[src/design/bps_pkg.sv]
`timescale 1ns / 1ps
// ----------------------------------------------------------------------------
// bps_pkg
// Shared types and fixed widths of the block parity signature engine.
// ----------------------------------------------------------------------------
package bps_pkg;

  localparam int unsigned WordW    = 32;
  localparam int unsigned CmdW     = 2;
  localparam int unsigned AidW     = 2;
  localparam int unsigned IdxW     = 13;
  localparam int unsigned ChunkW   = 6;
  localparam int unsigned StatusW  = 3;
  localparam int unsigned SlotOutW = 8;

  // index / chunk divider: quotient digits retired per cycle
  localparam int unsigned DivStep  = 4;
  localparam int unsigned DivIters = (IdxW + DivStep - 1) / DivStep;
  localparam int unsigned DivW     = DivIters * DivStep;
  localparam int unsigned DivCntW  = $clog2(DivIters);

  localparam int unsigned QueueDepth = 2;

  localparam logic [ChunkW-1:0] ChunkReset = 6'd8;

  typedef enum logic [1:0] {
    CMD_GEN,
    CMD_CHECK,
    CMD_UPDATE,
    CMD_UNUSED
  } cmd_e;

  typedef enum logic [2:0] {
    ST_ACCEPTED,
    ST_STORED,
    ST_VERIFIED,
    ST_MISMATCH,
    ST_NO_SIG,
    ST_RANGE
  } status_e;

  typedef enum logic [1:0] {
    OP_NOP,
    OP_RANGE,
    OP_UPDATE,
    OP_RUN
  } op_e;

  typedef enum logic [1:0] {
    F_IDLE,
    F_DIV,
    F_PUSH
  } front_state_e;

  typedef enum logic [1:0] {
    B_CLEAR,
    B_IDLE,
    B_EXEC
  } back_state_e;

  typedef struct packed {
    op_e               op;
    logic              check;
    logic              last;
    logic [AidW-1:0]   aid;
    logic [IdxW-1:0]   slot;
    logic [ChunkW-1:0] pos;
    logic [ChunkW-1:0] chunk;
    logic [WordW-1:0]  value;
    logic [WordW-1:0]  old_value;
  } item_t;

endpackage

[src/design/bps_if.sv]
`timescale 1ns / 1ps
// ----------------------------------------------------------------------------
// bps_if
// Valid/ready channels for input beats and result beats.
// ----------------------------------------------------------------------------
interface bps_item_if;
  import bps_pkg::*;

  logic             valid;
  logic             ready;
  logic [CmdW-1:0]  cmd;
  logic [AidW-1:0]  array_id;
  logic [IdxW-1:0]  elem_index;
  logic [WordW-1:0] value;
  logic [WordW-1:0] old_value;

  modport source (output valid, cmd, array_id, elem_index, value, old_value, input ready);
  modport sink   (input valid, cmd, array_id, elem_index, value, old_value, output ready);
endinterface


[src/design/bps_front.sv]
`timescale 1ns / 1ps
// ----------------------------------------------------------------------------
// bps_front
// Takes input beats, splits the index into chunk slot and position with a
// radix-16 divider, classifies the command and hands the item to the queue.
// ----------------------------------------------------------------------------
module bps_front #(
  parameter int unsigned CHUNK_MAX       = 32,
  parameter int unsigned SLOTS_PER_ARRAY = 256,
  parameter int unsigned ARRAY_COUNT     = 4
) (
  input  logic                       clk_i,
  input  logic                       rst_ni,
  input  logic                       cfg_we_i,
  input  logic [bps_pkg::ChunkW-1:0] cfg_wdata_i,
  input  logic                       clearing_i,
  bps_item_if.sink                   item_i,
  input  logic                       full_i,
  output logic                       push_o,
  output bps_pkg::item_t             item_o
);
  import bps_pkg::*;

  localparam logic [ChunkW-1:0] ChunkMaxC = ChunkW'(CHUNK_MAX);

  front_state_e        state_q, state_d;
  logic [ChunkW-1:0]   cfg_chunk_q;
  logic [ChunkW-1:0]   chunk_eff;
  logic [DivCntW-1:0]  cnt_q;
  logic                accept;

  cmd_e                cmd_q;
  logic [AidW-1:0]     aid_q;
  logic [WordW-1:0]    value_q;
  logic [WordW-1:0]    old_q;
  logic [ChunkW-1:0]   chunk_q;
  logic [DivW-1:0]     num_q, num_d;
  logic [DivW-1:0]     quot_q, quot_d;
  logic [ChunkW-1:0]   rem_q, rem_d;

  assign item_i.ready = (state_q == F_IDLE) && !clearing_i;
  assign accept       = item_i.valid && item_i.ready;

  always_comb begin
    if (cfg_chunk_q == '0) begin
      chunk_eff = ChunkW'(1);
    end else if (cfg_chunk_q > ChunkMaxC) begin
      chunk_eff = ChunkMaxC;
    end else begin
      chunk_eff = cfg_chunk_q;
    end
  end

  always_comb begin
    logic [ChunkW:0] part;
    num_d  = num_q;
    quot_d = quot_q;
    rem_d  = rem_q;
    for (int s = 0; s < DivStep; s++) begin
      part  = {rem_d, num_d[DivW-1]};
      num_d = {num_d[DivW-2:0], 1'b0};
      if (part >= {1'b0, chunk_q}) begin
        part   = part - {1'b0, chunk_q};
        quot_d = {quot_d[DivW-2:0], 1'b1};
      end else begin
        quot_d = {quot_d[DivW-2:0], 1'b0};
      end
      rem_d = part[ChunkW-1:0];
    end
  end

  always_comb begin
    state_d = state_q;
    push_o  = 1'b0;
    case (state_q)
      F_IDLE: begin
        if (accept) begin
          state_d = F_DIV;
        end
      end
      F_DIV: begin
        if (cnt_q == DivCntW'(DivIters - 1)) begin
          state_d = F_PUSH;
        end
      end
      F_PUSH: begin
        if (!full_i) begin
          push_o  = 1'b1;
          state_d = F_IDLE;
        end
      end
      default: state_d = F_IDLE;
    endcase
  end

  always_comb begin
    item_o.aid       = aid_q;
    item_o.slot      = quot_q[IdxW-1:0];
    item_o.pos       = rem_q;
    item_o.chunk     = chunk_q;
    item_o.value     = value_q;
    item_o.old_value = old_q;
    item_o.check     = (cmd_q == CMD_CHECK);
    item_o.last      = (rem_q == chunk_q - ChunkW'(1));
    if (cmd_q == CMD_UNUSED) begin
      item_o.op = OP_NOP;
    end else if (quot_q[IdxW-1:0] >= IdxW'(SLOTS_PER_ARRAY) || int'(aid_q) >= ARRAY_COUNT) begin
      item_o.op = OP_RANGE;
    end else if (cmd_q == CMD_UPDATE) begin
      item_o.op = OP_UPDATE;
    end else begin
      item_o.op = OP_RUN;
    end
  end

  always_ff @(posedge clk_i or negedge rst_ni) begin
    if (!rst_ni) begin
      state_q     <= F_IDLE;
      cfg_chunk_q <= ChunkReset;
      cnt_q       <= '0;
    end else begin
      state_q <= state_d;
      if (cfg_we_i) begin
        cfg_chunk_q <= cfg_wdata_i;
      end
      if (accept) begin
        cnt_q <= '0;
      end else if (state_q == F_DIV) begin
        cnt_q <= cnt_q + 1'b1;
      end
    end
  end

  always_ff @(posedge clk_i) begin
    if (accept) begin
      cmd_q   <= cmd_e'(item_i.cmd);
      aid_q   <= item_i.array_id;
      value_q <= item_i.value;
      old_q   <= item_i.old_value;
      chunk_q <= chunk_eff;
      num_q   <= DivW'(item_i.elem_index);
      quot_q  <= '0;
      rem_q   <= '0;
    end else if (state_q == F_DIV) begin
      num_q  <= num_d;
      quot_q <= quot_d;
      rem_q  <= rem_d;
    end
  end

  // all dividend digits consumed by the time the item is handed on
  assert property (@(posedge clk_i) disable iff (!rst_ni)
    state_q == F_PUSH |-> num_q == '0)
    else $error("divider did not consume the whole index");

  assert property (@(posedge clk_i) disable iff (!rst_ni)
    push_o |-> item_o.pos < item_o.chunk)
    else $error("chunk position not below chunk size");

  assert property (@(posedge clk_i) disable iff (!rst_ni)
    state_q == F_DIV |-> chunk_q != '0 && chunk_q <= ChunkMaxC)
    else $error("divisor outside clamped range");

endmodule

[src/flat_wrapper.sv]
// flat-port wrapper written by rule: the top's interface ports become plain ports
module bps_front_flat import bps_pkg::*;
#(
  parameter int unsigned CHUNK_MAX       = 32,
  parameter int unsigned SLOTS_PER_ARRAY = 256,
  parameter int unsigned ARRAY_COUNT     = 4
)
  (clk_i, rst_ni, cfg_we_i, cfg_wdata_i, clearing_i, full_i, push_o, item_o, item_i_valid, item_i_cmd, item_i_array_id, item_i_elem_index, item_i_value, item_i_old_value, item_i_ready);
  bps_item_if item_i_i ();
  input  logic clk_i;
  input  logic rst_ni;
  input  logic cfg_we_i;
  input  logic [bps_pkg::ChunkW-1:0] cfg_wdata_i;
  input  logic clearing_i;
  input  logic full_i;
  output logic push_o;
  output bps_pkg::item_t item_o;
  input wire logic [$bits(item_i_i.valid)-1:0] item_i_valid;
  input wire logic [$bits(item_i_i.cmd)-1:0] item_i_cmd;
  input wire logic [$bits(item_i_i.array_id)-1:0] item_i_array_id;
  input wire logic [$bits(item_i_i.elem_index)-1:0] item_i_elem_index;
  input wire logic [$bits(item_i_i.value)-1:0] item_i_value;
  input wire logic [$bits(item_i_i.old_value)-1:0] item_i_old_value;
  output wire logic [$bits(item_i_i.ready)-1:0] item_i_ready;
  assign item_i_i.valid = item_i_valid;
  assign item_i_i.cmd = item_i_cmd;
  assign item_i_i.array_id = item_i_array_id;
  assign item_i_i.elem_index = item_i_elem_index;
  assign item_i_i.value = item_i_value;
  assign item_i_i.old_value = item_i_old_value;
  assign item_i_ready = item_i_i.ready;
  bps_front #(.CHUNK_MAX(CHUNK_MAX), .SLOTS_PER_ARRAY(SLOTS_PER_ARRAY), .ARRAY_COUNT(ARRAY_COUNT)) u_core (.clk_i(clk_i), .rst_ni(rst_ni), .cfg_we_i(cfg_we_i), .cfg_wdata_i(cfg_wdata_i), .clearing_i(clearing_i), .item_i(item_i_i), .full_i(full_i), .push_o(push_o), .item_o(item_o));
endmodule
[config.mk]
export PLATFORM = sky130hd
export DESIGN_NAME = bps_front_flat
export DESIGN_NICKNAME = d
export VERILOG_FILES = /design/src/design/bps_pkg.sv /design/src/design/bps_if.sv /design/src/design/bps_front.sv /design/src/flat_wrapper.sv
export SDC_FILE = /design/constraint.sdc
export NUM_CORES = 1
export LEC_CHECK = 0
export ABC_AREA = 0
export BUFFER_PORTS_ARGS = -buffer_cell sky130_fd_sc_hd__buf_2
export CAP_MARGIN = 0
export CORE_AREA = 2 2 114 116
export DETAILED_ROUTE_END_ITERATION = 10
export DIE_AREA = 0 0 116 118
export GPL_TIMING_DRIVEN = 0
export PLACE_DENSITY = 0.71
export REMOVE_ABC_BUFFERS = 1
export SYNTH_ARGS = -nofsm -noshare
export SYNTH_HDL_FRONTEND = slang
export SYNTH_SLANG_ARGS = --single-unit
[constraint.sdc]
create_clock -name clk_i -period 13.35 [get_ports clk_i]
set_input_delay 1.335 -clock clk_i [delete_from_list [all_inputs] [get_ports clk_i]]
set_output_delay 1.335 -clock clk_i [all_outputs]
set_load 0.01 [all_outputs]
==> impl_results.md <==
* Status: complete, no violations
* Post-synth ARST share at 0.0840
* Grt ovf at 0
* Main synth FF type: edfxtp_1
* Via count of the first global-routing pass at 4,013
* Register area share after synthesis at 0.604
* Final Hold Viols at 0
* Post-synthesis register bit count at 119
* Die H at around 120 um
* Initial DRT Pass Iterations at 4
* Number of synthesized flops with an enable pin at 87
* WL/cell at 15.5 um
* Crit start category: register
* Routed Wire Length at 12.5 mm
* Synth Warn # at 0
* # diodes at 0
* CP Data Required Time at 13.61 ns
* Worst slew pin tran at 0.814 ns
* Post-CTS Hold Buffers at 0
* Most used cell, CP: ha_1
* Total GRT Usage at 0.189
* Max-cap viol count at 0
* Max FO, Critical Path at 10
* I/O Pins at 190
* Relative slew margins at 0.458
* Worst-Skew Late Latency at 0.40 ns
* Fin nets at ~740
* Slowest cell on crit path: a2111oi_4
* CTS H-tree depth at 4
* Worst-path clk slew at 0.05 ns
* DIE WIDTH at 116 um
* Final min period at 8.60 ns
* Largest net degree at the start of global routing at 70
* Max Slew Vio Count at 0
* First-pass GRT wire length at between 15 and 20 mm
* Initial DRC Count at 183
* Clk root buf: clkbuf_16
* Clock skew at between 0.007 and 0.008 ns
* Core ar. at 0.0124 mm2
* Unrepaired setup endpoints after global routing: no
* Routed vias at 3,973
* Drt via density at 4.95
* FMAX at 116 MHz
* CTS tree: done
* Worst Path Buf+Inv at 2
* Synth Area per Inst at 12.7 um2
* Library cells used by synthesis at 52
* Setup TNS at 0 ns
* Crit path largest cell delay at about 0.8 ns
* Antenna viol nets, final at 0
* Initial antenna violation count at 0
* Gpl congestion at 0.844
* Initial Util at 0.441
* Crit path capture type: register
* CTS sink count at 119
* Max Root-Sink Buffers at 2
* Drc violations at 0
* Final setup violation count at 0
* CP Class: reg -> reg
* Die area at 0.0137 mm2
* Hold Crit Class: reg -> reg
* Postcts setup bufs at 0
* # rows at a little over 40
* Final period utilization at 0.644
* TritonCTS Buffers at 17
* Crit path DAT at 8.86 ns
* Area Overhead vs Synth at 32.1%
* DPL Wire Length at 9.30 mm
* Share of layout cells above drive strength 1 at 0.403
* Port bufs at 189
* Critical path's top delay family: compound AO/OA/AOI/OAI gates
* Synth Cell Area at 0.00547 mm2
* Resize count post-CTS at 0
* Syn Inst Count at roughly 430
[synth_stat cells (all sizes together) (5+ instances only)]
library cell	count	area, um2
mux2	16	188
o31ai	5	37.5
mux2i	9	90.1
nand3	7	47.6
nor2	12	50.1
nand2	62	233
edfxtp	87	2610
clkbuf	9	33.8
ha	26	325
dfrtp	9	225
inv	21	78.8
xnor2	13	114
nand2b	7	43.8
dfxtp	22	440
buf	12	86.3
xor2	9	78.8
nor2b	10	67.6
a21oi	17	85.1
o21ai	29	149
[state kept, by name, summed over array words and instances, names as in the netlist]
signal              count
u_core.aid_q            2
u_core.cnt_q            2
u_core.cmd_q            2
u_core.value_q         32
u_core.rem_q            6
u_core.state_q          2
u_core.chunk_q          6
u_core.quot_q          13
u_core.num_q           16
u_core.cfg_chunk_q      6
u_core.old_q           32
[per-stage QoR]
stage	hold WS, ns	setup slack, ns	cell area [um2]	utilization	std cells
after floorplan	0.418	5.79	5350	-	408
after global placement	0.428	4.77	6510	0.524	769
after detailed placement	0.431	4.78	6560	0.528	771
after CTS	0.446	4.74	7220	0.582	803
after global routing	0.456	4.28	7220	0.582	803
final	0.443	4.75	7220	0.582	803
[cell families after synthesis]
kind of cell               share of synthesized area
AOI/OAI and AO/OA                             0.0940
xor gates and xnor gates                      0.0352
adders and majority gates                     0.0741
buffers and inverters                         0.0364
DFF                                            0.604
muxes                                         0.0508
and+or+nand+nor                                0.105
[final timing paths]
check | cells past startpoint | from | slack (ns) | to
setup / recovery | 29 | u_core.chunk_q[1] | 4.75 | u_core.rem_q[5]
hold reg to reg | 2 | u_core.num_q[9] | 0.44 | u_core.num_q[13]
setup reg to reg | 29 | u_core.chunk_q[1] | 4.75 | u_core.rem_q[5]
hold / removal | 2 | u_core.num_q[9] | 0.44 | u_core.num_q[13]
max in group asynchronous | 1 | rst_ni | 12.31 | u_core.cfg_chunk_q[3]
min in group asynchronous | 1 | rst_ni | 0.78 | u_core.cfg_chunk_q[1]
[cell usage in the layout (no fill, tap or decap), types with 2 or more instances in the layout]
cell type	netlist	routed
o31ai_1	5	5
dfrtp_1	9	9
bufinv_16	0	5
edfxtp_1	87	87
nand2_1	62	62
a21oi_1	17	17
a32oi_1	3	3
buf_2	0	189
nor2b_2	2	3
clkbuf_8	0	5
ha_1	26	26
o21ai_0	26	26
mux2_4	2	2
nor2b_1	8	7
o21bai_1	2	2
fa_1	4	4
nor3_1	4	4
inv_1	21	20
nand3_1	6	6
nor2_2	2	2
mux2i_1	9	9
a2111oi_4	2	2
xor2_1	9	9
o21ai_1	2	2
nor3b_1	2	2
dfxtp_1	22	22
clkbuf_16	0	17
xnor2_1	13	13
a211oi_1	4	4
mux2_2	14	14
clkinv_2	0	3
and3_1	4	4
nand2b_1	7	7
nor2_1	10	10
o211ai_1	2	2
a21o_1	4	4
[per-layer routing]
| layer | up-vias | track usage | wire [um] |
|---|---|---|---|
| li1 | 1925 | - | - |
| met1 | 1871 | 0.222 | 4850 |
| met2 | 157 | 0.311 | 6360 |
| met3 | 20 | 0.0814 | 1030 |
| met4 | 0 | 0.0632 | 227 |
| met5 | - | 0 | 0 |
[area by class of cell]
| class | count | area, um2 |
|---|---|---|
| Sequential cell | 119 | 3300 |
| Clock inverter | 9 | 169 |
| Tap cell | 172 | 215 |
| Inverter | 21 | 81.3 |
| Fill cell | 1040 | 5190 |
| Clock buffer | 23 | 498 |
| Multi-Input combinational cell | 268 | 1970 |
| Timing Repair Buffer | 191 | 988 |
[worst min-delay path, stage by stage, from the launching register on]
cell      delay [ns]
edfxtp_1        0.31
nand2_1         0.05
o31ai_1         0.05
Power is not shown: default switching activity piles up to over one toggle a cycle in this logic, so the estimate is an artifact.
