### src/design/bps_pkg.sv
`timescale 1ns / 1ps
// ----------------------------------------------------------------------------
// bps_pkg
// Shared types and fixed widths of the block parity signature engine.
// ----------------------------------------------------------------------------
package bps_pkg;

  localparam int unsigned WordW    = 32;
  localparam int unsigned CmdW     = 2;
  localparam int unsigned AidW     = 2;
  localparam int unsigned IdxW     = 13;
  localparam int unsigned ChunkW   = 6;
  localparam int unsigned StatusW  = 3;
  localparam int unsigned SlotOutW = 8;

  // index / chunk divider: quotient digits retired per cycle
  localparam int unsigned DivStep  = 4;
  localparam int unsigned DivIters = (IdxW + DivStep - 1) / DivStep;
  localparam int unsigned DivW     = DivIters * DivStep;
  localparam int unsigned DivCntW  = $clog2(DivIters);

  localparam int unsigned QueueDepth = 2;

  localparam logic [ChunkW-1:0] ChunkReset = 6'd8;

  typedef enum logic [1:0] {
    CMD_GEN,
    CMD_CHECK,
    CMD_UPDATE,
    CMD_UNUSED
  } cmd_e;

  typedef enum logic [2:0] {
    ST_ACCEPTED,
    ST_STORED,
    ST_VERIFIED,
    ST_MISMATCH,
    ST_NO_SIG,
    ST_RANGE
  } status_e;

  typedef enum logic [1:0] {
    OP_NOP,
    OP_RANGE,
    OP_UPDATE,
    OP_RUN
  } op_e;

  typedef enum logic [1:0] {
    F_IDLE,
    F_DIV,
    F_PUSH
  } front_state_e;

  typedef enum logic [1:0] {
    B_CLEAR,
    B_IDLE,
    B_EXEC
  } back_state_e;

  typedef struct packed {
    op_e               op;
    logic              check;
    logic              last;
    logic [AidW-1:0]   aid;
    logic [IdxW-1:0]   slot;
    logic [ChunkW-1:0] pos;
    logic [ChunkW-1:0] chunk;
    logic [WordW-1:0]  value;
    logic [WordW-1:0]  old_value;
  } item_t;

endpackage

### src/design/bps_queue.sv
`timescale 1ns / 1ps
// ----------------------------------------------------------------------------
// bps_queue
// Short FIFO of classified items between the front and the back.
// ----------------------------------------------------------------------------
module bps_queue (
  input  logic           clk_i,
  input  logic           rst_ni,
  input  logic           push_i,
  input  bps_pkg::item_t item_i,
  output logic           full_o,
  input  logic           pop_i,
  output logic           empty_o,
  output bps_pkg::item_t item_o
);
  import bps_pkg::*;

  localparam int unsigned PtrW = $clog2(QueueDepth);

  item_t           entry_q [QueueDepth];
  logic [PtrW-1:0] wr_ptr_q, rd_ptr_q;
  logic [PtrW:0]   cnt_q;

  assign full_o  = (cnt_q == (PtrW + 1)'(QueueDepth));
  assign empty_o = (cnt_q == '0);
  assign item_o  = entry_q[rd_ptr_q];

  always_ff @(posedge clk_i or negedge rst_ni) begin
    if (!rst_ni) begin
      wr_ptr_q <= '0;
      rd_ptr_q <= '0;
      cnt_q    <= '0;
    end else begin
      if (push_i) begin
        wr_ptr_q <= wr_ptr_q + 1'b1;
      end
      if (pop_i) begin
        rd_ptr_q <= rd_ptr_q + 1'b1;
      end
      if (push_i && !pop_i) begin
        cnt_q <= cnt_q + 1'b1;
      end else if (pop_i && !push_i) begin
        cnt_q <= cnt_q - 1'b1;
      end
    end
  end

  always_ff @(posedge clk_i) begin
    if (push_i) begin
      entry_q[wr_ptr_q] <= item_i;
    end
  end

endmodule

### config.mk
export PLATFORM = sky130hd
export DESIGN_NAME = bps_queue
export DESIGN_NICKNAME = d
export VERILOG_FILES = /design/src/design/bps_pkg.sv /design/src/design/bps_queue.sv
export SDC_FILE = /design/constraint.sdc
export NUM_CORES = 1
export LEC_CHECK = 0
export BUFFER_PORTS_ARGS = -buffer_cell sky130_fd_sc_hd__buf_2
export CORE_ASPECT_RATIO = 0.9
export CORE_UTILIZATION = 54
export CTS_BUF_LIST = sky130_fd_sc_hd__clkbuf_4
export DETAILED_ROUTE_END_ITERATION = 16
export PLACE_DENSITY = 0.93
export SYNTH_ARGS = -nofsm -noshare
export SYNTH_HDL_FRONTEND = slang
export SYNTH_SLANG_ARGS = --single-unit
### constraint.sdc
create_clock -name clk_i -period 7.1 [get_ports clk_i]
set_input_delay 1.42 -clock clk_i [delete_from_list [all_inputs] [get_ports clk_i]]
set_output_delay 1.42 -clock clk_i [all_outputs]
set_load 0.02 [all_outputs]
==> metrics.yaml, run 1 <==
post-synth-top-count-cell: "sky130_fd_sc_hd__edfxtp_1"
cts.repair_timing.setup_buffer_count: 0
rsz_0062_raised_after_global_routing: "false"
cap_viol_max_count: 0
tightestPinTransition_ns: 1.06
critPathRequiredTime_ns: 5.68
place_hpwl_um: 8420
clock_sinks: 194
synth.mux.area_fraction_pct: 16.8
detail-route-antenna-nets: 0
initial_core_util_pct: 56.2
setup.worst_path.class: "reg2out"
power.ir.vdd_worst_uv: 325
route.top_layer_used: "met4"
share_seq_of_total_power_pct: 48.3
yosys.area.top_type: "sky130_fd_sc_hd__edfxtp_1"
synth_xor_area_share_pct: 0.605
synth_top_family_by_area: "multiplexers"
syn_avg_cell_area_um2: 23.2
synth_fa_ha_area_share_pct: 0.173
synth-compound-area-share_pct: 0
max_freq_ghz: 0.234
cp_cell_sequence: "buf_4 > mux2_2 > buf_2"
detailedRoute.firstPassIterationCount: 4
worst_path_dominant_cell_family: "flip-flops"
multi_input_gate_area_mm2: 0.00131
cts_repair_resize_count: 0
cell_depth_of_the_worst_setup_path: 3
final.min_clock_period_ns: 4.27
overflow: 0
top_cells_by_area_in_the_synthesized_netlist: "sky130_fd_sc_hd__edfxtp_1, sky130_fd_sc_hd__mux2_2, sky130_fd_sc_hd__mux2_4"
hold_path_class: "reg2reg"
area_growth_pct: 19.2
seqCellArea_mm2: 0.00581
synth.distinct_cells: 15
yosys_warnings: 0
worst_clock_skew_ns: 0.00992
wl_met3_um: 1020
synth_enable_flop_cells: 190
worst-path-max-fanout: 50
n_antenna_cell: 0
post-route-period-util_pct: 60.1
slew_violations: 0
grt_pass1_wl_um: 18300
met1_wire_length_um: 5120
worst_skew_pair.late_latency_ns: 0.57
arr_time_crit_path_ns: 2.85
via_per_inst: 5.12
mappedNetlistNets: 412
post_synth_instance_area_mm2: 0.00724
antenna_violations_before_repair: 0
critPathLaunchType: "register"
die-height_um: 112
fp.dieW_um: 124
wl_met2_um: 6080
fp-row-count: 39
vias: 3560
die-area_mm2: 0.0139
critPathCaptureType: "primary output"
power_density_mw_per_mm2: 393
cts_tree: "done"
run_status: "finished clean"
worst_hold_slack_ns: 0.507
holdBufCountCts: 0
num-nets-final: 618
h-tree-depth: 4
grt_usage_pct: 18.1
wire_per_inst_um: 17.8
r2r.worst_path.cells: 2
pin_count: 196
postSynthRegisterBits: 194
power.leakage_nw: 3.36
clock_power_share_pct: 17.8
setup_viol: 0
synth_async_sr_flop_share_pct: 2.06
synthSimpleGateAreaFrac_pct: 0.363
cells_after_synth: 312
netSwitchingPower_mw: 1.12
fill_cells: 876
pin_count_of_the_biggest_net_entering_global_routing: 60
yosysSeqAreaShare_pct: 80.2
critical_path.slowest_cell: "sky130_fd_sc_hd__dfrtp_4"
p_int_mw: 2.27
clk_pin_slew_worst_paths_ns: 0.14
post_route_cells_drive_above_1_share_pct: 61.4
timing.max_slew.rel_slack_pct: 28.9
routed_wirelength_um: 12300
first_global_vias: 3698
buffer_ports.inserted: 195
drt-initial-drc-count: 258
synth_ff_type: "sky130_fd_sc_hd__edfxtp_1"
gp_congestion: 0.689
route.detailed.drc: 0
fp.coreArea_mm2: 0.0129
report.final.hold_viol_count: 0
share_of_the_synthesized_area_in_the_top_cell_type_pct: 78.8
hold_path_depth: 1
pwr-share-comb_pct: 33.9
total_power_mw: 3.39
clock_tree.buffer_depth: 2
cts-root-buf: "sky130_fd_sc_hd__clkbuf_4"
tritoncts.num_buffers: 17
sw_share_pct: 33.0
timing.critical_path.slowest_cell_delay_ns: 0.89
totalNegativeSetupSlack_ns: 0
yosys-top-cells-count: "sky130_fd_sc_hd__edfxtp_1, sky130_fd_sc_hd__mux2_2, sky130_fd_sc_hd__mux2_4"
worst-path-buf-inv: 2
[worst paths after layout]
check | start | to | slack (ns)
min | cnt_q[1]$_DFFE_PN0P_ | cnt_q[1]$_DFFE_PN0P_ | 0.51
max | rd_ptr_q$_DFFE_PN0P_ | item_o[88] | 2.83
max reg2reg | wr_ptr_q$_DFFE_PN0P_ | entry_q[0][83]$_DFFE_PP_ | 4.63
min reg2reg | cnt_q[1]$_DFFE_PN0P_ | cnt_q[1]$_DFFE_PN0P_ | 0.51
min in group asynchronous | rst_ni | rd_ptr_q$_DFFE_PN0P_ | 0.63
max in group asynchronous | rst_ni | rd_ptr_q$_DFFE_PN0P_ | 6.34
[power by group through the flow]
stage | Clock [mW] | Combinational (mW) | Sequential (mW)
2_1_floorplan | 0 | 0.942 | 1.61
3_3_place_gp | 0 | 1.14 | 1.65
3_5_place_dp | 0 | 1.16 | 1.67
4_1_cts | 0.618 | 1.16 | 1.64
5_1_grt | 0.652 | 1.23 | 1.66
6_report | 0.604 | 1.15 | 1.64
[through the flow]
step	util [%]	setup slack [ns]	instances	instance area, µm²
CTS	67.0	2.79	695	8630
detailed placement	64.7	3.43	663	8330
finish	67.0	2.83	695	8630
global route	67.0	2.68	695	8630
global placement	64.7	3.49	663	8330
floorplan	-	0.981	312	7240
[flip-flops by register name, indices dropped and copies added (netlist names)]
signal    count
entry_q     190
cnt_q         2
wr_ptr_q      1
rd_ptr_q      1
[logic make-up after synthesis]
family,count (synthesis)
mux,95
xor+xnor,5
fa+ha+maj,1
flops,194
buf+inv,12
simple gates,5
[cell usage in the layout, fill, tap and decap left out]
cell / netlist / final
sky130_fd_sc_hd__buf_2: 5 / 195
sky130_fd_sc_hd__edfxtp_1: 190 / 190
sky130_fd_sc_hd__mux2_2: 55 / 55
sky130_fd_sc_hd__mux2_4: 40 / 40
sky130_fd_sc_hd__clkbuf_4: 0 / 19
sky130_fd_sc_hd__xor2_1: 4 / 4
sky130_fd_sc_hd__clkinvlp_4: 0 / 4
sky130_fd_sc_hd__bufinv_16: 0 / 3
sky130_fd_sc_hd__dfrtp_1: 4 / 3
sky130_fd_sc_hd__buf_4: 0 / 3
sky130_fd_sc_hd__nor2_1: 2 / 2
sky130_fd_sc_hd__inv_6: 0 / 2
sky130_fd_sc_hd__clkinv_1: 0 / 2
sky130_fd_sc_hd__inv_1: 1 / 1
sky130_fd_sc_hd__nor2b_1: 2 / 1
sky130_fd_sc_hd__and2_4: 0 / 1
sky130_fd_sc_hd__nor2b_4: 0 / 1
sky130_fd_sc_hd__xnor2_1: 1 / 1
sky130_fd_sc_hd__ha_1: 1 / 1
sky130_fd_sc_hd__clkinv_2: 0 / 1
sky130_fd_sc_hd__clkinv_4: 0 / 1
sky130_fd_sc_hd__dfrtp_4: 0 / 1
[layer usage]
layer,track usage [%],vias up
met1,21.9,1755
met2,29.7,142
met4,5.24,0
met5,0,-
met3,7.33,10
li1,-,1653
[final cells by class]
type,count,area share (%)
Clock inverter,13,1.84
Multi-Input combinational cell,106,15.2
Tap cell,164,2.38
Timing Repair Buffer,198,11.6
Inverter,1,0.0435
Sequential cell,194,67.3
Clock buffer,19,1.65
No activity file was read; power rests on OpenSTA's default activity.
==> inputs of run 2 (changes only) <==
==> constraint.sdc (replaced) <==
create_clock -name clk_i -period 4.3 [get_ports clk_i]
set_input_delay 0.86 -clock clk_i [delete_from_list [all_inputs] [get_ports clk_i]]
set_output_delay 0.86 -clock clk_i [all_outputs]
set_load 0.02 [all_outputs]
==> run 2 against run 1 <==
Total power grew 64%. Sequential share of layout area is essentially flat. Clock power grew 51%. Register-to-register slack lost 2.4 ns. Via count grew 0.45%. Sequential power grew 65%. Global-route usage grew 0.56 points. Non-clock buffer count grew 2. Die area is the same. Critical path type unchanged. Critical endpoint is now item_o[21]. Largest power group unchanged. Highest routed layer unchanged.
==> metrics.yaml, run 2 (synthesis results as in run 1) <==
area_growth_pct: 19.1  # about the same
gp_congestion: 0.697  # +1.2%
route.detailed.drc: 0  # unchanged
layout.cells.most_common: "sky130_fd_sc_hd__buf_2"
setup_viol: 0  # unchanged
cts_tree: "done"
rr_endpoint: "entry_q[1][68]$_DFFE_PP_"
max_freq_ghz: 0.303
power.ir.vdd_worst_uv: 443  # +36%
pin_count: 196  # unchanged
worst_skew_pair.late_latency_ns: 0.56  # about the same
antenna_violations_before_repair: 0  # unchanged
totalNegativeSetupSlack_ns: 0  # unchanged
critPathRequiredTime_ns: 3.44  # -2.24 ns
grt_pass1_wl_um: 18700  # +2.3%
cts-root-buf: "sky130_fd_sc_hd__clkbuf_4"
worst-path-buf-inv: 2  # unchanged
layoutNonFillerInstCount: 696  # +0.14%
timing.max_slew.rel_slack_pct: 49.1  # +20 points
post-route-period-util_pct: 76.8
critical_path.startpoint: "rd_ptr_q$_DFFE_PN0P_"
cts_repair_resize_count: 0  # unchanged
share_seq_of_total_power_pct: 48.8  # +0.5 points
h-tree-depth: 4  # unchanged
critPathCaptureType: "primary output"
rsz_0062_raised_after_global_routing: "false"
largest_register: "entry_q"
fp-row-count: 39  # unchanged
via_per_inst: 5.14  # +0.31%
detailedRoute.firstPassIterationCount: 4  # unchanged
holdBufCountCts: 0  # unchanged
run_status: "finished clean"
setup.worst_path.class: "reg2out"
overflow: 0  # unchanged
final.min_clock_period_ns: 3.30
wire_per_inst_um: 18.4  # +3.9%
post_route_cells_drive_above_1_share_pct: 61.3  # -0.12 points
vias: 3576  # +0.45%
critical_path.slowest_cell: "sky130_fd_sc_hd__dfrtp_4"
arr_time_crit_path_ns: 2.44  # -0.41 ns
detail-route-antenna-nets: 0  # unchanged
initial_core_util_pct: 56.2  # unchanged
total_power_mw: 5.54  # +64%
clock_power_share_pct: 16.5  # -1.3 points
first_global_vias: 3643  # -1.5%
r2r.worst_path.cells: 2  # unchanged
hold_path_class: "in2async"
pwr-share-comb_pct: 34.7  # +0.8 points
critPathLaunchType: "register"
place_hpwl_um: 8730  # +3.7%
netSwitchingPower_mw: 1.86  # +66%
drt-initial-drc-count: 277  # +7.4%
clock_sinks: 194  # unchanged
die-height_um: 112  # unchanged
worst_path_dominant_cell_family: "flip-flops"
worst_clock_skew_ns: 0.0215  # +0.0116 ns
leading_cell_types_in_the_layout_fill_and_taps_excluded: "sky130_fd_sc_hd__buf_2, sky130_fd_sc_hd__edfxtp_1, sky130_fd_sc_hd__mux2_2"
num-nets-final: 620  # +0.32%
tritoncts.num_buffers: 17  # unchanged
slew_violations: 0  # unchanged
tightestPinTransition_ns: 0.764  # -0.300 ns
grt_usage_pct: 18.6  # +0.56 points
cp_cell_sequence: "buf_12 > mux2_2 > buf_2"
dpl-instance-area_mm2: 0.00836  # +0.33%
power_density_mw_per_mm2: 643  # +64%
cap_viol_max_count: 0  # unchanged
finish.instance_area_mm2: 0.00862  # about the same
buffer_ports.inserted: 195  # unchanged
n_antenna_cell: 0  # unchanged
fp.dieW_um: 124  # unchanged
power.leakage_nw: 3.36  # +0.13%
clk_pin_slew_worst_paths_ns: 0.14  # about the same
top_regs: "entry_q: 190 flops, cnt_q: 2 flops"
fp.coreArea_mm2: 0.0129  # unchanged
p_int_mw: 3.69  # +62%
die-area_mm2: 0.0139  # unchanged
sw_share_pct: 33.5  # +0.49 points
instance_count_after_placement_with_tap_cells_included: 665  # +0.30%
reg2reg_from: "wr_ptr_q$_DFFE_PN0P_"
timing.critical_path.slowest_cell_delay_ns: 0.91  # +0.02 ns
report.final.hold_viol_count: 0  # unchanged
reg2reg_setup_slack_ns: 2.26  # -2.37 ns
largest_reg_flops: 190  # unchanged
worst-path-max-fanout: 51  # +2.0%
cts.repair_timing.setup_buffer_count: 0  # unchanged
clock_tree.buffer_depth: 2  # unchanged
routed_wirelength_um: 12800  # +4.1%
pin_count_of_the_biggest_net_entering_global_routing: 58  # -3.3%
==> run 2: cell count changes in the layout (fill, tap and decap cells not counted) <==
cell                         before  now
sky130_fd_sc_hd__clkinv_4         1    4
sky130_fd_sc_hd__clkbuf_4        19   17
sky130_fd_sc_hd__clkinvlp_4       4    2
sky130_fd_sc_hd__buf_12           0    1
sky130_fd_sc_hd__buf_4            3    4
sky130_fd_sc_hd__bufinv_16        3    2
sky130_fd_sc_hd__clkinv_1         2    3
sky130_fd_sc_hd__clkinv_2         1    2
sky130_fd_sc_hd__inv_6            2    1
==> run 2: metrics by stage <==
stage,util [%],setup slack [ns],hold WS (ns)
after floorplan,-,0.523,0.456
after global placement,64.9,1.61,0.473
final,66.9,0.997,0.0970
after detailed placement,64.9,1.57,0.483
after global routing,66.9,0.840,0.0320
after CTS,66.9,0.920,0.0412
==> run 2: power groups by stage <==
stage	registers, mW	clock network, mW	logic [mW]
floorplan	2.64	0	1.56
global route	2.74	0.998	2.05
detailed placement	2.76	0	1.94
finish	2.70	0.913	1.93
CTS	2.71	0.937	1.95
global placement	2.72	0	1.90
==> run 2: metal layers <==
metal / GRT usage (%) / routed length, µm / vias up / part of all wire [%]
li1: - / - / 1654 / -
met2: 31.1 / 6550 / 142 / 51
met3: 6.15 / 959 / 5 / 7.5
met1: 23.3 / 5250 / 1775 / 41
met5: 0 / 0 / - / 0
met4: 4.76 / 76 / 0 / 0.59
==> run 2: worst max path at each step <==
stage | end | slack, ns | cells after the start
finish | item_o[21] | 1.0 | 3
floorplan | entry_q[0][0]$_DFFE_PP_ | 0.52 | 1
CTS | item_o[15] | 0.92 | 3
global placement | item_o[93] | 1.61 | 3
detailed placement | item_o[15] | 1.57 | 3
global route | item_o[15] | 0.84 | 3
==> run 2: cell type report <==
type	count	area [µm²]
clock buffers	17	128
clock inverters	14	140
fillers	890	4260
inverters	1	3.75
multi-input cells	106	1310
flip-flops and latches	194	5810
well taps	164	205
repair buffers	200	1030
==> run 2: worst register-to-register path: stages (launching register included) <==
cell	delay, ns
sky130_fd_sc_hd__dfrtp_1	0.45
sky130_fd_sc_hd__and2_4	0.63
sky130_fd_sc_hd__buf_4	0.60
==> inputs of run 3 (changes only) <==
==> constraint.sdc (replaced) <==
create_clock -name clk_i -period 3.4 [get_ports clk_i]
set_input_delay 0.68 -clock clk_i [delete_from_list [all_inputs] [get_ports clk_i]]
set_output_delay 0.68 -clock clk_i [all_outputs]
set_load 0.02 [all_outputs]
==> run 3 against run 2 <==
Hold slack improved by 0.21 ns. Non-clock buffer count grew 3. Total power increased by 28%. Sequential cell count stayed put. Core utilization rose by 0.36 points. Die area stayed put. Final area grew 0.54%. Global-route usage up 0.10 points. Cell count grew 0.57%. Setup slack lost 0.71 ns. Clock power increased by 35%. Combinational power grew 26%.
==> metrics.yaml, run 3 (synthesis results as in run 1) <==
run_status: "finished clean"
hold-path-endpoint: "entry_q[1][22]$_DFFE_PP_"
layout.cells.most_common: "sky130_fd_sc_hd__buf_2"
initial_core_util_pct: 56.2  # unchanged
die-height_um: 112  # unchanged
slew_violations: 0  # unchanged
detail-route-antenna-nets: 0  # unchanged
critical_path.slowest_cell: "sky130_fd_sc_hd__dfrtp_4"
power.leakage_nw: 3.40  # +1.1%
worst-path-max-fanout: 47  # -7.8%
first_global_vias: 3795  # +4.2%
hold_path_depth: 1
max_freq_ghz: 0.322
sw_share_pct: 32.7  # -0.79 points
report.final.hold_viol_count: 0  # unchanged
share_seq_of_total_power_pct: 48.2  # -0.6 points
post-route-period-util_pct: 91.4
pin_count_of_the_biggest_net_entering_global_routing: 65  # +12%
pwr-share-comb_pct: 34.4  # -0.3 points
cts_tree: "done"
arr_time_crit_path_ns: 2.43  # about the same
p_int_mw: 4.77  # +29%
clock_power_share_pct: 17.3  # +0.8 points
reg2reg_setup_slack_ns: 1.67  # -0.59 ns
num-nets-final: 623  # +0.48%
area_growth_pct: 19.7
route.detailed.drc: 0  # unchanged
post_route_cells_drive_above_1_share_pct: 61.4  # +0.10 points
via_per_inst: 5.13  # -0.24%
cts_repair_resize_count: 0  # unchanged
drt-initial-drc-count: 184  # -34%
die-area_mm2: 0.0139  # unchanged
pin_count: 196  # unchanged
fp-row-count: 39  # unchanged
total_power_mw: 7.09  # +28%
hold_path_class: "in2reg"
tightestPinTransition_ns: 0.865  # +0.101 ns
grt_pass1_wl_um: 18700  # about the same
top_regs: "entry_q: 190 flops, cnt_q: 2 flops"
power_density_mw_per_mm2: 817  # +27%
setup.worst_path.class: "reg2out"
wire_per_inst_um: 17.6  # -4.5%
fp.dieW_um: 124  # unchanged
critPathLaunchType: "register"
largest_register: "entry_q"
totalNegativeSetupSlack_ns: 0  # unchanged
cts.repair_timing.setup_buffer_count: 0  # unchanged
antenna_violations_before_repair: 1  # +1
n_antenna_cell: 0  # unchanged
timing.max_slew.rel_slack_pct: 42.3  # -6.8 points
largest_reg_flops: 190  # unchanged
hold_start: "item_i[22]"
tritoncts.num_buffers: 17  # unchanged
routed_wirelength_um: 12300  # -4.0%
rr_endpoint: "entry_q[1][19]$_DFFE_PP_"
vias: 3588  # +0.34%
grt_usage_pct: 18.7  # +0.10 points
overflow: 0  # unchanged
leading_cell_types_in_the_layout_fill_and_taps_excluded: "sky130_fd_sc_hd__buf_2, sky130_fd_sc_hd__edfxtp_1, sky130_fd_sc_hd__mux2_2"
cp_cell_sequence: "buf_4 > mux2_2 > buf_2"
worst_skew_pair.late_latency_ns: 0.55  # about the same
r2r.worst_path.cells: 2  # unchanged
fill_cells: 870  # -2.2%
critPathCaptureType: "primary output"
worst_clock_skew_ns: 0.0128  # -0.00863 ns
detailedRoute.firstPassIterationCount: 4  # unchanged
cap_viol_max_count: 0  # unchanged
power.ir.vdd_worst_uv: 656  # +48%
h-tree-depth: 4  # unchanged
fp.coreArea_mm2: 0.0129  # unchanged
holdBufCountCts: 1  # +1
reg2reg_from: "wr_ptr_q$_DFFE_PN0P_"
rsz_0062_raised_after_global_routing: "false"
gp_congestion: 0.751  # +7.9%
timing.critical_path.slowest_cell_delay_ns: 0.93  # +0.02 ns
place_hpwl_um: 8540  # -2.2%
critPathRequiredTime_ns: 2.72  # -0.72 ns
netSwitchingPower_mw: 2.32  # +25%
clk_pin_slew_worst_paths_ns: 0.14  # about the same
buffer_ports.inserted: 195  # unchanged
setup_viol: 0  # unchanged
cts-root-buf: "sky130_fd_sc_hd__clkbuf_4"
clock_tree.buffer_depth: 2  # unchanged
clock_sinks: 194  # unchanged
final.min_clock_period_ns: 3.11
## run 3: cell count changes in the layout (fill, tap and decap cells not counted), sizes merged
cell,delta
clkinvlp,-2
clkinv,-1
bufinv,+1
clkbuf,+3
dlygate4sd3,+1
buf,+2
## run 3: how the worst max path moves through the flow
stage / startpoint / to / slack (ns) / cells after the start
6_report: rd_ptr_q$_DFFE_PN0P_ / item_o[84] / 0.29 / 3
2_1_floorplan: push_i / entry_q[1][0]$_DFFE_PP_ / 0.07 / 1
5_1_grt: rd_ptr_q$_DFFE_PN0P_ / item_o[15] / 0.13 / 3
3_5_place_dp: rd_ptr_q$_DFFE_PN0P_ / item_o[84] / 0.86 / 3
4_1_cts: rd_ptr_q$_DFFE_PN0P_ / item_o[84] / 0.21 / 3
3_3_place_gp: rd_ptr_q$_DFFE_PN0P_ / item_o[21] / 0.93 / 3
## run 3: layout make-up
cell class	count	area [µm²]	area share, %
well taps	164	205	2.37
inverters	1	3.75	0.0433
clock buffers	20	150	1.73
multi-input cells	106	1310	15.1
clock inverters	12	139	1.60
flip-flops and latches	194	5810	67.0
repair buffers	203	1050	12.1
## run 3: layer usage
metal	part of all wire (%)	track usage [%]
met5	0	0
met1	39	21.1
met2	51	32.2
met3	8.4	6.86
met4	1.5	7.06
## run 3: power groups by stage
stage	clock, mW	combinational (mW)	sequential (mW)
finish	1.23	2.44	3.42
global route	1.35	2.60	3.47
CTS	1.26	2.47	3.43
detailed placement	0	2.46	3.49
global placement	0	2.41	3.45
floorplan	0	1.97	3.33
## run 3: worst max-delay path: cells and delay by family (launching register included)
| family | cells | cell delay [ns] |
|---|---|---|
| muxes | 1 | 0.37 |
| buffers and inverters | 2 | 0.55 |
| DFF | 1 | 0.93 |
## run 3: metrics by stage
step / hold WS [ns] / utilization (%) / cells / instance area, µm² / setup WS (ns)
after floorplan: 0.384 / - / 312 / 7250 / 0.0675
after global placement: 0.471 / 65.0 / 667 / 8370 / 0.930
after detailed placement: 0.489 / 65.0 / 667 / 8370 / 0.864
after CTS: 0.243 / 67.3 / 700 / 8670 / 0.205
after global routing: 0.232 / 67.3 / 700 / 8670 / 0.132
final: 0.304 / 67.3 / 700 / 8670 / 0.291
